**src/hw/rtl/tows_pkg.sv**
```systemverilog
package tows_pkg;

	// Fixed widths of the stream fields and the configuration port.
	localparam int OFFSET_W   = 16;
	localparam int MEAN_W     = 17;
	localparam int SPREAD_W   = 16;
	localparam int TEMPO_W    = 9;
	localparam int LIMIT_W    = 8;
	localparam int CFG_W      = 9;
	localparam int CFG_IDX_W  = 2;

	// Milliseconds per minute, used to turn beats into ms.
	localparam logic [15:0] MS_PER_MIN = 16'd60000;

	// Reset values of the configuration registers.
	localparam logic [TEMPO_W-1:0] TEMPO_RESET    = 9'd120;
	localparam logic [LIMIT_W-1:0] ON_LIMIT_RESET = 8'd10;
	localparam logic [LIMIT_W-1:0] OFF_LIMIT_RESET = 8'd25;

	typedef enum logic [CFG_IDX_W-1:0] {
		REG_TEMPO     = 2'd0,
		REG_ON_LIMIT  = 2'd1,
		REG_OFF_LIMIT = 2'd2
	} cfg_reg_t;

	typedef enum logic {
		CMD_PUSH  = 1'b0,
		CMD_CLEAR = 1'b1
	} command_t;

	typedef enum logic [2:0] {
		VERDICT_NONE       = 3'd0,
		VERDICT_ON_BEAT    = 3'd1,
		VERDICT_SLIGHT_EARLY = 3'd2,
		VERDICT_SLIGHT_LATE  = 3'd3,
		VERDICT_TOO_EARLY  = 3'd4,
		VERDICT_TOO_LATE   = 3'd5
	} verdict_t;

	typedef enum logic [1:0] {
		CLASS_ON_BEAT    = 2'd0,
		CLASS_SLIGHT_OFF = 2'd1,
		CLASS_WAY_OFF    = 2'd2
	} class_t;

endpackage

```
**src/hw/rtl/tows_ifs.sv**
```systemverilog
interface tows_in_if;
	import tows_pkg::*;

	logic                       valid;
	logic                       ready;
	command_t                   command;
	logic signed [OFFSET_W-1:0] beat_offset;

	modport source (output valid, output command, output beat_offset, input ready);
	modport sink (input valid, input command, input beat_offset, output ready);
endinterface

interface tows_out_if #(
	parameter int CNT_W = 5
);
	import tows_pkg::*;

	logic                     valid;
	logic                     ready;
	logic [CNT_W-1:0]         sample_count;
	logic signed [MEAN_W-1:0] mean_ms;
	logic [SPREAD_W-1:0]      spread_ms;
	verdict_t                 verdict;
	class_t                   newest_class;

	modport source (output valid, output sample_count, output mean_ms, output spread_ms,
		output verdict, output newest_class, input ready);
	modport sink (input valid, input sample_count, input mean_ms, input spread_ms,
		input verdict, input newest_class, output ready);
endinterface

```
**src/hw/rtl/tows_hist.sv**
```systemverilog
module tows_hist #(
	parameter int DEPTH = 16,
	localparam int IDX_W = (DEPTH > 1) ? $clog2(DEPTH) : 1,
	localparam int CNT_W = $clog2(DEPTH + 1),
	localparam int SUM_W = tows_pkg::OFFSET_W + CNT_W,
	localparam int SQ_W  = 2 * tows_pkg::OFFSET_W - 1 + CNT_W
) (
	input  logic                                 clk,
	input  logic                                 arst_n,
	input  logic                                 wr_en,
	input  logic [IDX_W-1:0]                     wr_addr,
	input  logic signed [tows_pkg::OFFSET_W-1:0] wr_data,
	input  logic                                 scan_start,
	input  logic [CNT_W-1:0]                     scan_len,
	output logic                                 busy,
	output logic signed [SUM_W-1:0]              sum,
	output logic [SQ_W-1:0]                      sqsum
);
	import tows_pkg::*;

	logic signed [OFFSET_W-1:0] mem [DEPTH];

	logic                       issue_q;
	logic [CNT_W-1:0]           cnt_q;
	logic [CNT_W-1:0]           len_q;
	logic                       v_s1;
	logic                       v_s2;
	logic signed [OFFSET_W-1:0] rdata_s1;
	logic signed [OFFSET_W-1:0] x_s2;
	logic [2*OFFSET_W-2:0]      sq_s2;
	logic signed [2*OFFSET_W-1:0] prod;
	logic signed [SUM_W-1:0]    sum_q;
	logic [SQ_W-1:0]            sq_q;
	logic [CNT_W-1:0]           cnt_nxt;

	assign cnt_nxt = cnt_q + CNT_W'(1);
	assign prod    = rdata_s1 * rdata_s1;

	always_ff @(posedge clk) begin
		if (wr_en) begin
			mem[wr_addr] <= wr_data;
		end
		if (issue_q) begin
			rdata_s1 <= mem[cnt_q[IDX_W-1:0]];
		end
		x_s2  <= rdata_s1;
		sq_s2 <= prod[2*OFFSET_W-2:0];
	end

	always_ff @(posedge clk or negedge arst_n) begin
		if (!arst_n) begin
			issue_q <= 1'b0;
			cnt_q   <= '0;
			len_q   <= '0;
			v_s1    <= 1'b0;
			v_s2    <= 1'b0;
			sum_q   <= '0;
			sq_q    <= '0;
		end else begin
			v_s1 <= issue_q;
			v_s2 <= v_s1;
			if (scan_start) begin
				issue_q <= (scan_len != '0);
				cnt_q   <= '0;
				len_q   <= scan_len;
				sum_q   <= '0;
				sq_q    <= '0;
			end else begin
				if (issue_q) begin
					cnt_q <= cnt_nxt;
					if (cnt_nxt == len_q) begin
						issue_q <= 1'b0;
					end
				end
				if (v_s2) begin
					sum_q <= sum_q + SUM_W'(x_s2);
					sq_q  <= sq_q + SQ_W'(sq_s2);
				end
			end
		end
	end

	assign busy  = issue_q | v_s1 | v_s2;
	assign sum   = sum_q;
	assign sqsum = sq_q;
endmodule

```
**src/hw/rtl/tows_isqrt.sv**
```systemverilog
module tows_isqrt #(
	parameter int X_W = 58,
	localparam int R_W = X_W / 2,
	localparam int ST_W = $clog2(R_W + 1)
) (
	input  logic           clk,
	input  logic           arst_n,
	input  logic           start,
	input  logic [X_W-1:0] x,
	output logic           busy,
	output logic [R_W-1:0] root
);
	logic           busy_q;
	logic [ST_W-1:0] step_q;
	logic [X_W-1:0] x_q;
	logic [R_W+1:0] rem_q;
	logic [R_W-1:0] root_q;
	logic [R_W+1:0] rem_sh;
	logic [R_W+1:0] trial;
	logic           ge;

	// Two radicand bits per step, one root bit per step.
	assign rem_sh = {rem_q[R_W-1:0], x_q[X_W-1 -: 2]};
	assign trial  = {root_q, 2'b01};
	assign ge     = (rem_sh >= trial);

	always_ff @(posedge clk or negedge arst_n) begin
		if (!arst_n) begin
			busy_q <= 1'b0;
			step_q <= '0;
		end else if (start) begin
			busy_q <= 1'b1;
			step_q <= '0;
		end else if (busy_q) begin
			step_q <= step_q + ST_W'(1);
			if (step_q == ST_W'(R_W - 1)) begin
				busy_q <= 1'b0;
			end
		end
	end

	always_ff @(posedge clk) begin
		if (start) begin
			x_q    <= x;
			rem_q  <= '0;
			root_q <= '0;
		end else if (busy_q) begin
			x_q    <= {x_q[X_W-3:0], 2'b00};
			rem_q  <= ge ? (rem_sh - trial) : rem_sh;
			root_q <= {root_q[R_W-2:0], ge};
		end
	end

	assign busy = busy_q;
	assign root = root_q;
endmodule

```
**src/hw/rtl/tows_div.sv**
```systemverilog
module tows_div #(
	parameter int NUM_W = 22,
	parameter int DEN_W = 14,
	localparam int ST_W = $clog2(NUM_W + 1)
) (
	input  logic             clk,
	input  logic             arst_n,
	input  logic             start,
	input  logic [NUM_W-1:0] num,
	input  logic [DEN_W-1:0] den,
	output logic             busy,
	output logic [NUM_W-1:0] quo
);
	logic             busy_q;
	logic [ST_W-1:0]  step_q;
	logic [NUM_W-1:0] num_q;
	logic [DEN_W-1:0] den_q;
	logic [DEN_W-1:0] rem_q;
	logic [DEN_W:0]   sh;
	logic [DEN_W:0]   diff;
	logic             ge;

	// Restoring division, one quotient bit per cycle; the quotient
	// shifts in behind the numerator bits.
	assign sh   = {rem_q, num_q[NUM_W-1]};
	assign diff = sh - {1'b0, den_q};
	assign ge   = (sh >= {1'b0, den_q});

	always_ff @(posedge clk or negedge arst_n) begin
		if (!arst_n) begin
			busy_q <= 1'b0;
			step_q <= '0;
		end else if (start) begin
			busy_q <= 1'b1;
			step_q <= '0;
		end else if (busy_q) begin
			step_q <= step_q + ST_W'(1);
			if (step_q == ST_W'(NUM_W - 1)) begin
				busy_q <= 1'b0;
			end
		end
	end

	always_ff @(posedge clk) begin
		if (start) begin
			num_q <= num;
			den_q <= den;
			rem_q <= '0;
		end else if (busy_q) begin
			rem_q <= ge ? diff[DEN_W-1:0] : sh[DEN_W-1:0];
			num_q <= {num_q[NUM_W-2:0], ge};
		end
	end

	assign busy = busy_q;
	assign quo  = num_q;
endmodule

```
**src/hw/rtl/timing_offset_window_stats_top.sv**
```systemverilog
// A clear, or a push while the tempo is zero, goes from S_IDLE straight to S_EMIT.
// A push otherwise runs the window scan and the multipliers, then the bit-serial divider
// (DIV_W = 22 at depth 16) for the newest sample, the mean and, after the root, the spread.
// Throughput: one word in work at a time; a finished word waits in the output register.
// Reset: control state and configuration registers go to their reset values at once;
// the history memory is not cleared, since only entries written since the last clear are read.
module timing_offset_window_stats_top #(
	parameter int HISTORY_DEPTH = 16
) (
	input  logic                           clk,
	input  logic                           arst_n,
	input  logic                           cfg_we,
	input  logic [tows_pkg::CFG_IDX_W-1:0] cfg_index,
	input  logic [tows_pkg::CFG_W-1:0]     cfg_data,
	tows_in_if.sink                        samples,
	tows_out_if.source                     stats
);
	import tows_pkg::*;

	localparam int IDX_W  = (HISTORY_DEPTH > 1) ? $clog2(HISTORY_DEPTH) : 1;
	localparam int CNT_W  = $clog2(HISTORY_DEPTH + 1);
	localparam int SUM_W  = OFFSET_W + CNT_W;
	localparam int SQ_W   = 2 * OFFSET_W - 1 + CNT_W;
	localparam int D_W    = SQ_W + CNT_W;
	localparam int XR_W   = D_W + 16;
	localparam int X_W    = XR_W + (XR_W % 2);
	localparam int R_W    = X_W / 2;
	// Numerator widths after the 2^15 (mean, sample) and 2^23 (spread) scale is shifted out.
	localparam int MN_W   = SUM_W + 1;
	localparam int SN_W   = R_W - 7;
	localparam int NN_W   = OFFSET_W + 2;
	localparam int DIV_A  = (MN_W > SN_W) ? MN_W : SN_W;
	localparam int DIV_W  = (DIV_A > NN_W) ? DIV_A : NN_W;
	localparam int DEN_W  = CNT_W + TEMPO_W;

	// One-hot sequencer for one item.
	typedef enum logic [9:0] {
		S_IDLE     = 10'b0000000001,
		S_SCAN_GO  = 10'b0000000010,
		S_SCAN     = 10'b0000000100,
		S_MUL      = 10'b0000001000,
		S_PREP     = 10'b0000010000,
		S_DIV_NEW  = 10'b0000100000,
		S_DIV_MEAN = 10'b0001000000,
		S_SQ_WAIT  = 10'b0010000000,
		S_DIV_SPR  = 10'b0100000000,
		S_EMIT     = 10'b1000000000
	} state_t;

	state_t state_q;

	// Configuration registers.
	logic [TEMPO_W-1:0] tempo_q;
	logic [LIMIT_W-1:0] on_lim_q;
	logic [LIMIT_W-1:0] off_lim_q;

	always_ff @(posedge clk or negedge arst_n) begin
		if (!arst_n) begin
			tempo_q   <= TEMPO_RESET;
			on_lim_q  <= ON_LIMIT_RESET;
			off_lim_q <= OFF_LIMIT_RESET;
		end else if (cfg_we) begin
			unique case (cfg_index)
				REG_TEMPO:     tempo_q   <= cfg_data[TEMPO_W-1:0];
				REG_ON_LIMIT:  on_lim_q  <= cfg_data[LIMIT_W-1:0];
				REG_OFF_LIMIT: off_lim_q <= cfg_data[LIMIT_W-1:0];
				default: begin
				end
			endcase
		end
	end

	// Ring position and fill count. The ring fills from entry zero after a
	// clear, so while it is not full the held samples sit at entries 0..n-1,
	// and once full every entry is held; the scan always reads 0..n-1.
	logic [IDX_W-1:0] pos_q;
	logic [CNT_W-1:0] count_q;
	logic             stats_q;
	logic signed [OFFSET_W-1:0] v_q;

	logic in_acc;
	logic push;
	assign samples.ready = (state_q == S_IDLE);
	assign in_acc = samples.valid && samples.ready;
	assign push   = in_acc && (samples.command == CMD_PUSH);

	// Window memory and scan.
	logic                    scan_start;
	logic                    scan_busy;
	logic signed [SUM_W-1:0] sum;
	logic [SQ_W-1:0]         sqsum;

	assign scan_start = (state_q == S_SCAN_GO);

	tows_hist #(
		.DEPTH(HISTORY_DEPTH)
	) u_hist (
		.clk       (clk),
		.arst_n    (arst_n),
		.wr_en     (push),
		.wr_addr   (pos_q),
		.wr_data   (samples.beat_offset),
		.scan_start(scan_start),
		.scan_len  (count_q),
		.busy      (scan_busy),
		.sum       (sum),
		.sqsum     (sqsum)
	);

	// Products, one multiplier each, all registered before use.
	logic [D_W-1:0]           nq_s1;
	logic signed [2*SUM_W-1:0] ss_s1;
	logic [MN_W-1:0]          mean_num_q;
	logic [NN_W-1:0]          new_num_q;
	logic [DEN_W-1:0]         nb_q;
	logic                     neg_q;

	logic [SUM_W-1:0]          abs_s;
	logic [SUM_W+15:0]         mean_prod;
	logic [OFFSET_W:0]         abs_v;
	logic [OFFSET_W+16:0]      new_prod;
	logic signed [2*SUM_W-1:0] ss_w;
	logic [D_W-1:0]            nq_w;

	assign abs_s     = sum[SUM_W-1] ? SUM_W'(-sum) : SUM_W'(sum);
	assign mean_prod = abs_s * MS_PER_MIN;
	assign abs_v     = v_q[OFFSET_W-1] ? (OFFSET_W + 1)'(-v_q) : (OFFSET_W + 1)'(v_q);
	assign new_prod  = abs_v * MS_PER_MIN;
	assign ss_w      = sum * sum;
	assign nq_w      = count_q * sqsum;

	always_ff @(posedge clk) begin
		if (state_q == S_MUL) begin
			nq_s1      <= nq_w;
			ss_s1      <= ss_w;
			mean_num_q <= mean_prod[SUM_W+15:15];
			new_num_q  <= new_prod[OFFSET_W+16:15];
			nb_q       <= count_q * tempo_q;
			neg_q      <= sum[SUM_W-1];
		end
	end

	// Variance numerator n*Q - S*S, scaled by 2^16 ahead of the root.
	logic [D_W-1:0] d_w;
	logic [X_W-1:0] sq_x;
	logic           sq_start;
	logic           sq_busy;
	logic [R_W-1:0] root;

	assign d_w      = nq_s1 - D_W'(ss_s1);
	assign sq_x     = X_W'({d_w, 16'h0000});
	assign sq_start = (state_q == S_PREP);

	tows_isqrt #(
		.X_W(X_W)
	) u_isqrt (
		.clk   (clk),
		.arst_n(arst_n),
		.start (sq_start),
		.x     (sq_x),
		.busy  (sq_busy),
		.root  (root)
	);

	// One divider serves the newest sample, the mean and the spread in turn.
	logic [R_W+15:0]  spr_prod;
	logic             div_start;
	logic [DIV_W-1:0] div_num;
	logic [DEN_W-1:0] div_den;
	logic             div_busy;
	logic [DIV_W-1:0] quo;
	logic [DIV_W-1:0] qnew_q;
	logic [DIV_W-1:0] qmean_q;

	assign spr_prod = root * MS_PER_MIN;

	always_comb begin
		div_start = 1'b0;
		div_num   = DIV_W'(new_num_q);
		div_den   = DEN_W'(tempo_q);
		unique case (state_q)
			S_PREP: begin
				div_start = 1'b1;
			end
			S_DIV_NEW: begin
				div_start = !div_busy;
				div_num   = DIV_W'(mean_num_q);
				div_den   = nb_q;
			end
			S_SQ_WAIT: begin
				div_start = !sq_busy;
				div_num   = DIV_W'(spr_prod[R_W+15:23]);
				div_den   = nb_q;
			end
			default: begin
			end
		endcase
	end

	tows_div #(
		.NUM_W(DIV_W),
		.DEN_W(DEN_W)
	) u_div (
		.clk   (clk),
		.arst_n(arst_n),
		.start (div_start),
		.num   (div_num),
		.den   (div_den),
		.busy  (div_busy),
		.quo   (quo)
	);

	// Result assembly from the magnitudes held in qnew_q, qmean_q and the last quotient.
	logic                     ov_q;
	logic                     emit;
	logic [DIV_W-1:0]         mean_full;
	verdict_t                 verdict_w;
	class_t                   class_w;
	logic [DIV_W-1:0]         on_lim_x;
	logic [DIV_W-1:0]         off_lim_x;

	assign on_lim_x  = DIV_W'(on_lim_q);
	assign off_lim_x = DIV_W'(off_lim_q);
	assign mean_full = neg_q ? (~qmean_q + DIV_W'(1)) : qmean_q;
	assign emit      = (state_q == S_EMIT) && (!ov_q || stats.ready);

	always_comb begin
		priority if (qnew_q <= on_lim_x) begin
			class_w = CLASS_ON_BEAT;
		end else if (qnew_q <= off_lim_x) begin
			class_w = CLASS_SLIGHT_OFF;
		end else begin
			class_w = CLASS_WAY_OFF;
		end
		// A zero mean always lands on beat, so the sign only matters for a nonzero magnitude.
		priority if (qmean_q <= on_lim_x) begin
			verdict_w = VERDICT_ON_BEAT;
		end else if (qmean_q <= off_lim_x) begin
			verdict_w = neg_q ? VERDICT_SLIGHT_EARLY : VERDICT_SLIGHT_LATE;
		end else begin
			verdict_w = neg_q ? VERDICT_TOO_EARLY : VERDICT_TOO_LATE;
		end
	end

	always_ff @(posedge clk) begin
		if (state_q == S_DIV_NEW && !div_busy) begin
			qnew_q <= quo;
		end
		if (state_q == S_DIV_MEAN && !div_busy) begin
			qmean_q <= quo;
		end
		if (in_acc) begin
			v_q <= samples.beat_offset;
		end
		if (emit) begin
			stats.sample_count <= count_q;
			if (stats_q) begin
				stats.mean_ms      <= mean_full[MEAN_W-1:0];
				stats.spread_ms    <= quo[SPREAD_W-1:0];
				stats.verdict      <= verdict_w;
				stats.newest_class <= class_w;
			end else begin
				stats.mean_ms      <= '0;
				stats.spread_ms    <= '0;
				stats.verdict      <= VERDICT_NONE;
				stats.newest_class <= CLASS_ON_BEAT;
			end
		end
	end

	assign stats.valid = ov_q;

	// Sequencer, ring pointers and output valid.
	always_ff @(posedge clk or negedge arst_n) begin
		if (!arst_n) begin
			state_q <= S_IDLE;
			pos_q   <= '0;
			count_q <= '0;
			stats_q <= 1'b0;
			ov_q    <= 1'b0;
		end else begin
			if (emit) begin
				ov_q <= 1'b1;
			end else if (stats.ready) begin
				ov_q <= 1'b0;
			end
			unique case (state_q)
				S_IDLE: begin
					if (in_acc) begin
						if (samples.command == CMD_CLEAR) begin
							pos_q   <= '0;
							count_q <= '0;
							stats_q <= 1'b0;
							state_q <= S_EMIT;
						end else begin
							pos_q <= (pos_q == IDX_W'(HISTORY_DEPTH - 1)) ?
								'0 : pos_q + IDX_W'(1);
							if (count_q != CNT_W'(HISTORY_DEPTH)) begin
								count_q <= count_q + CNT_W'(1);
							end
							stats_q <= (tempo_q != '0);
							state_q <= (tempo_q != '0) ? S_SCAN_GO : S_EMIT;
						end
					end
				end
				S_SCAN_GO:  state_q <= S_SCAN;
				S_SCAN: begin
					if (!scan_busy) begin
						state_q <= S_MUL;
					end
				end
				S_MUL:      state_q <= S_PREP;
				S_PREP:     state_q <= S_DIV_NEW;
				S_DIV_NEW: begin
					if (!div_busy) begin
						state_q <= S_DIV_MEAN;
					end
				end
				S_DIV_MEAN: begin
					if (!div_busy) begin
						state_q <= S_SQ_WAIT;
					end
				end
				S_SQ_WAIT: begin
					if (!sq_busy) begin
						state_q <= S_DIV_SPR;
					end
				end
				S_DIV_SPR: begin
					if (!div_busy) begin
						state_q <= S_EMIT;
					end
				end
				S_EMIT: begin
					if (emit) begin
						state_q <= S_IDLE;
					end
				end
				default: state_q <= S_IDLE;
			endcase
		end
	end
endmodule
```
**src/flat_wrapper.sv**
```systemverilog
// flat-port wrapper written by rule: the top's interface ports become plain ports
module timing_offset_window_stats_top_flat import tows_pkg::*;
#(
	parameter int HISTORY_DEPTH = 16
)
  (clk, arst_n, cfg_we, cfg_index, cfg_data, samples_valid, samples_command, samples_beat_offset, samples_ready, stats_valid, stats_sample_count, stats_mean_ms, stats_spread_ms, stats_verdict, stats_newest_class, stats_ready);
  tows_in_if samples_i ();
  tows_out_if stats_i ();
  input  logic clk;
  input  logic arst_n;
  input  logic cfg_we;
  input  logic [tows_pkg::CFG_IDX_W-1:0] cfg_index;
  input  logic [tows_pkg::CFG_W-1:0] cfg_data;
  input wire logic [$bits(samples_i.valid)-1:0] samples_valid;
  input wire logic [$bits(samples_i.command)-1:0] samples_command;
  input wire logic [$bits(samples_i.beat_offset)-1:0] samples_beat_offset;
  output wire logic [$bits(samples_i.ready)-1:0] samples_ready;
  output wire logic [$bits(stats_i.valid)-1:0] stats_valid;
  output wire logic [$bits(stats_i.sample_count)-1:0] stats_sample_count;
  output wire logic [$bits(stats_i.mean_ms)-1:0] stats_mean_ms;
  output wire logic [$bits(stats_i.spread_ms)-1:0] stats_spread_ms;
  output wire logic [$bits(stats_i.verdict)-1:0] stats_verdict;
  output wire logic [$bits(stats_i.newest_class)-1:0] stats_newest_class;
  input wire logic [$bits(stats_i.ready)-1:0] stats_ready;
  assign samples_i.valid = samples_valid;
  assign samples_i.command = samples_command;
  assign samples_i.beat_offset = samples_beat_offset;
  assign samples_ready = samples_i.ready;
  assign stats_valid = stats_i.valid;
  assign stats_sample_count = stats_i.sample_count;
  assign stats_mean_ms = stats_i.mean_ms;
  assign stats_spread_ms = stats_i.spread_ms;
  assign stats_verdict = stats_i.verdict;
  assign stats_newest_class = stats_i.newest_class;
  assign stats_i.ready = stats_ready;
  timing_offset_window_stats_top #(.HISTORY_DEPTH(HISTORY_DEPTH)) u_core (.clk(clk), .arst_n(arst_n), .cfg_we(cfg_we), .cfg_index(cfg_index), .cfg_data(cfg_data), .samples(samples_i), .stats(stats_i));
endmodule
```
**config.mk**
```make
export PLATFORM = sky130hd
export DESIGN_NAME = timing_offset_window_stats_top_flat
export DESIGN_NICKNAME = d
export VERILOG_FILES = /design/src/hw/rtl/tows_pkg.sv /design/src/hw/rtl/tows_ifs.sv /design/src/hw/rtl/tows_hist.sv /design/src/hw/rtl/tows_isqrt.sv /design/src/hw/rtl/tows_div.sv /design/src/hw/rtl/timing_offset_window_stats_top.sv /design/src/flat_wrapper.sv
export SDC_FILE = /design/constraint.sdc
export NUM_CORES = 2
export LEC_CHECK = 0
export ABC_AREA = 0
export BUFFER_PORTS_ARGS = -buffer_cell sky130_fd_sc_hd__buf_2
export CAP_MARGIN = 0
export CORE_AREA = 2 2 457 459
export CTS_CLUSTER_DIAMETER = 120
export CTS_CLUSTER_SIZE = 20
export DETAILED_ROUTE_END_ITERATION = 8
export DIE_AREA = 0 0 459 461
export GPL_ROUTABILITY_DRIVEN = 0
export HOLD_SLACK_MARGIN = 0.08
export MAX_ROUTING_LAYER = met4
export PLACE_DENSITY_LB_ADDON = 0.3
export SLEW_MARGIN = 20
export SYNTH_ARGS = -nofsm -noshare
export SYNTH_HDL_FRONTEND = slang
export SYNTH_HIERARCHICAL = 1
export SYNTH_SLANG_ARGS = --single-unit
```
**constraint.sdc**
```tcl
create_clock -name clk -period 18.3 [get_ports clk]
set_input_delay 1.83 -clock clk [delete_from_list [all_inputs] [get_ports clk]]
set_output_delay 1.83 -clock clk [all_outputs]
set_load 0.05 [all_outputs]
```
==> results.cfg <==
[status]
status = completed

[worst_setup_path]
path_cells = clkinv_1 -> nor2_1 -> fa_1 -> fa_1 -> inv_1 -> fa_1 -> inv_1 -> fa_1 -> fa_1 -> fa_1 -> inv_1 -> fa_1 -> inv_1 -> ha_1 -> a21o_1 -> a21oi_1 -> o21bai_1 -> a21o_1 -> a21o_1 -> or3_1 -> o21ai_0 -> mux2i_1 -> nand3_1
crit_type = reg2reg
worstPathArrival_ps = 9450
worstSetupStartpointType = flop
cp_slowest_cell = fa_1
slowest_delay_ps = 910
critPathMostFrequentCell = fa_1
required_ps = 18800
crit_fanout = 19
end_kind = flop

[synth]
synth_edf_count = 605
yosys-top-cells-area = fa_1 (25%), edfxtp_1 (22%), ha_1 (11%)
synth.largest_area_cell = fa_1
ys.flop_type = edfxtp_1
ys_types = 123
synth_top_area_frac = 0.254
syn_avg_cell_area_um2 = 10.8
ys_seq_area_frac = 0.289
async_flop_share = 0.151
ys_top_cells_by_count = inv_1 (1487), fa_1 (1041), ha_1 (723)
synth.ff_latch_count = 850
yosysMostFrequentCell = inv_1
synth_area_mm2 = 0.0822
syn_inst = 7642
yosys_warnings = 6

[cts]
cts_buffer_depth = 3
post_cts_buffers = 0
root_buffer = clkbuf_16
cts_tree = built
ctsResizeCount = 0
htreeDepth = 2
cts_buffers = 52
clock_latency_ps = 750
clk_pin_slew_ps = 100
ctsHoldBuffers = 0
cts_sinks = 850

[finish]
fin_util = 0.424
areaGrowthSynthToFinish_pct = 6.49
fin_nets = 9457
drive_above_1_share = 0.0707
fillers = 19600

[floorplan]
die_h_um = 461
rows = 167
die_x_um = 459
core_area_mm2 = 0.206
die_area_mm2 = 0.212
initial_core_util = 0.398
ios = 78

[timing]
fin_ws_ps = 9350
clock_skew_ps = 76.0
relSlewSlack = 0.308
period_minus_slack_ps = 8950
fin_crit_sh = 0.489
fmax_mhz = 112
tns_ps = 0
tightestPinTransition_ps = 1040
final_hold_viol_count = 0
setup_viol = 0
rsz0062_at_grt = no
fin_worst_hold_slack_ps = 366
slew_violations = 0

[global_routing]
grt_pass1_wl_um = 314000
grt_pass1_vias = 56800
track_usage = 0.192
antenna_found_initial = 17
grt.overflow.total = 0
grt_max_degree = 76

[placement]
port_buffers = 77
dp_hpwl_um = 149000
dp_slack_ps = 9360

[detailed_routing]
dr.pass1.iters = 5
vias = 54200
final_antenna_net_count = 0
drt_iter0_drc = 3681
routed_wl_um = 193000
drc = 0
wl_per_cell_um = 18.5
via_per_inst = 5.20

[job]
maxCapViolations = 0

[hold_path]
worstHoldPathType = reg2reg
==> cells in the final DEF, fill, tap and decap left out, types with 30 or more instances in the layout <==
master        n
nand2b_1     56
clkbuf_1     34
nand3_1      88
and2_1      236
edfxtp_1    605
nor3_1       74
a211oi_1     56
mux2_2      122
a31oi_1      30
and3_1       36
mux4_2       80
dfxtp_1     117
nor2_1      410
xnor2_1     256
xor2_1      114
mux2i_1      87
clkbuf_16    53
a21o_1      111
nand4_1      54
nor2b_1      42
nand2_1     508
buf_2        76
inv_1      1487
o21a_1       62
ha_1        723
dfrtp_1     108
a21oi_1     248
buf_4        85
o21ai_0     201
fa_1       1041
==> state kept, by name (all words and copies together) (netlist names), 29 cells and up <==
name and count:
u_core/u_hist/sqsum 36, u_core/u_isqrt/rem_q 29, u_core/u_isqrt/x_q 58, u_core/u_isqrt/root 29, u_core/u_hist/sq_s2 30, u_core/ss_s1 40
u_core/u_hist/mem 256, u_core/nq_s1 41
==> worst paths after layout <==
check	startpoint	end	slack (ps)	cells past startpoint
min	u_core/u_hist/v_s1	u_core/u_hist/v_s2	370	0
max	u_core/u_hist/sum[4]	u_core/ss_s1[39]	9350	23
max in group asynchronous	arst_n	u_core/u_hist/cnt_q[0]	15490	3
min in group asynchronous	arst_n	u_core/tempo_q[7]	1060	1
max reg2reg	u_core/u_hist/sum[4]	u_core/ss_s1[39]	9350	23
min reg2reg	u_core/u_hist/v_s1	u_core/u_hist/v_s2	370	0
==> routing by layer <==
| metal | vias to the layer above | GRT usage | share of wire |
|---|---|---|---|
| met1 | 27700 | 0.256 | 0.45 |
| met3 | 219 | 0.0167 | 0.042 |
| met4 | 0 | 0.0449 | 0.023 |
| li1 | 25200 | - | - |
| met5 | - | - | 0 |
| met2 | 1139 | 0.320 | 0.49 |
==> cell families after synthesis <==
group,Yosys count,synth area share
flops,850,0.289
mux,290,0.0494
buf+inv,1713,0.0792
fa+ha+maj,1764,0.364
other cells,2,0.0000914
xor+xnor,370,0.0394
simple gates,1650,0.0973
compound gates,1003,0.0822
==> worst max-delay path: cells and delay by family, from the launching register on <==
family	cells	cell delay, ps
multiplexers	1	220
buffers and inverters	5	1100
flip-flops	1	880
adder cells (fa/ha/maj)	8	4540
AND/OR/NAND/NOR	3	780
AO/OA/AOI/OAI	6	1150
==> stage by stage <==
| step | cell area (um^2) | instances |
|---|---|---|
| finish | 87500 | 10400 |
| CTS | 87500 | 10400 |
| floorplan | 82300 | 7665 |
| global route | 87500 | 10400 |
| global placement | 85800 | 10300 |
| detailed placement | 85800 | 10300 |
==> area by class of cell <==
cell class	count	area (um^2)	share of cell area
Clock buffer	87	1450	0.0166
Multi-Input combinational cell	5102	52100	0.595
Sequential cell	850	23700	0.271
Inverter	1492	5600	0.0640
Timing Repair Buffer	162	1030	0.0118
Clock inverter	11	171	0.00196
Antenna cell	12	30.0	0.000343
Tap cell	2704	3380	0.0387
Power is left out: the tool's default activity adds up to more than one toggle a clock period on the data nets, which glitch-free logic cannot reach.
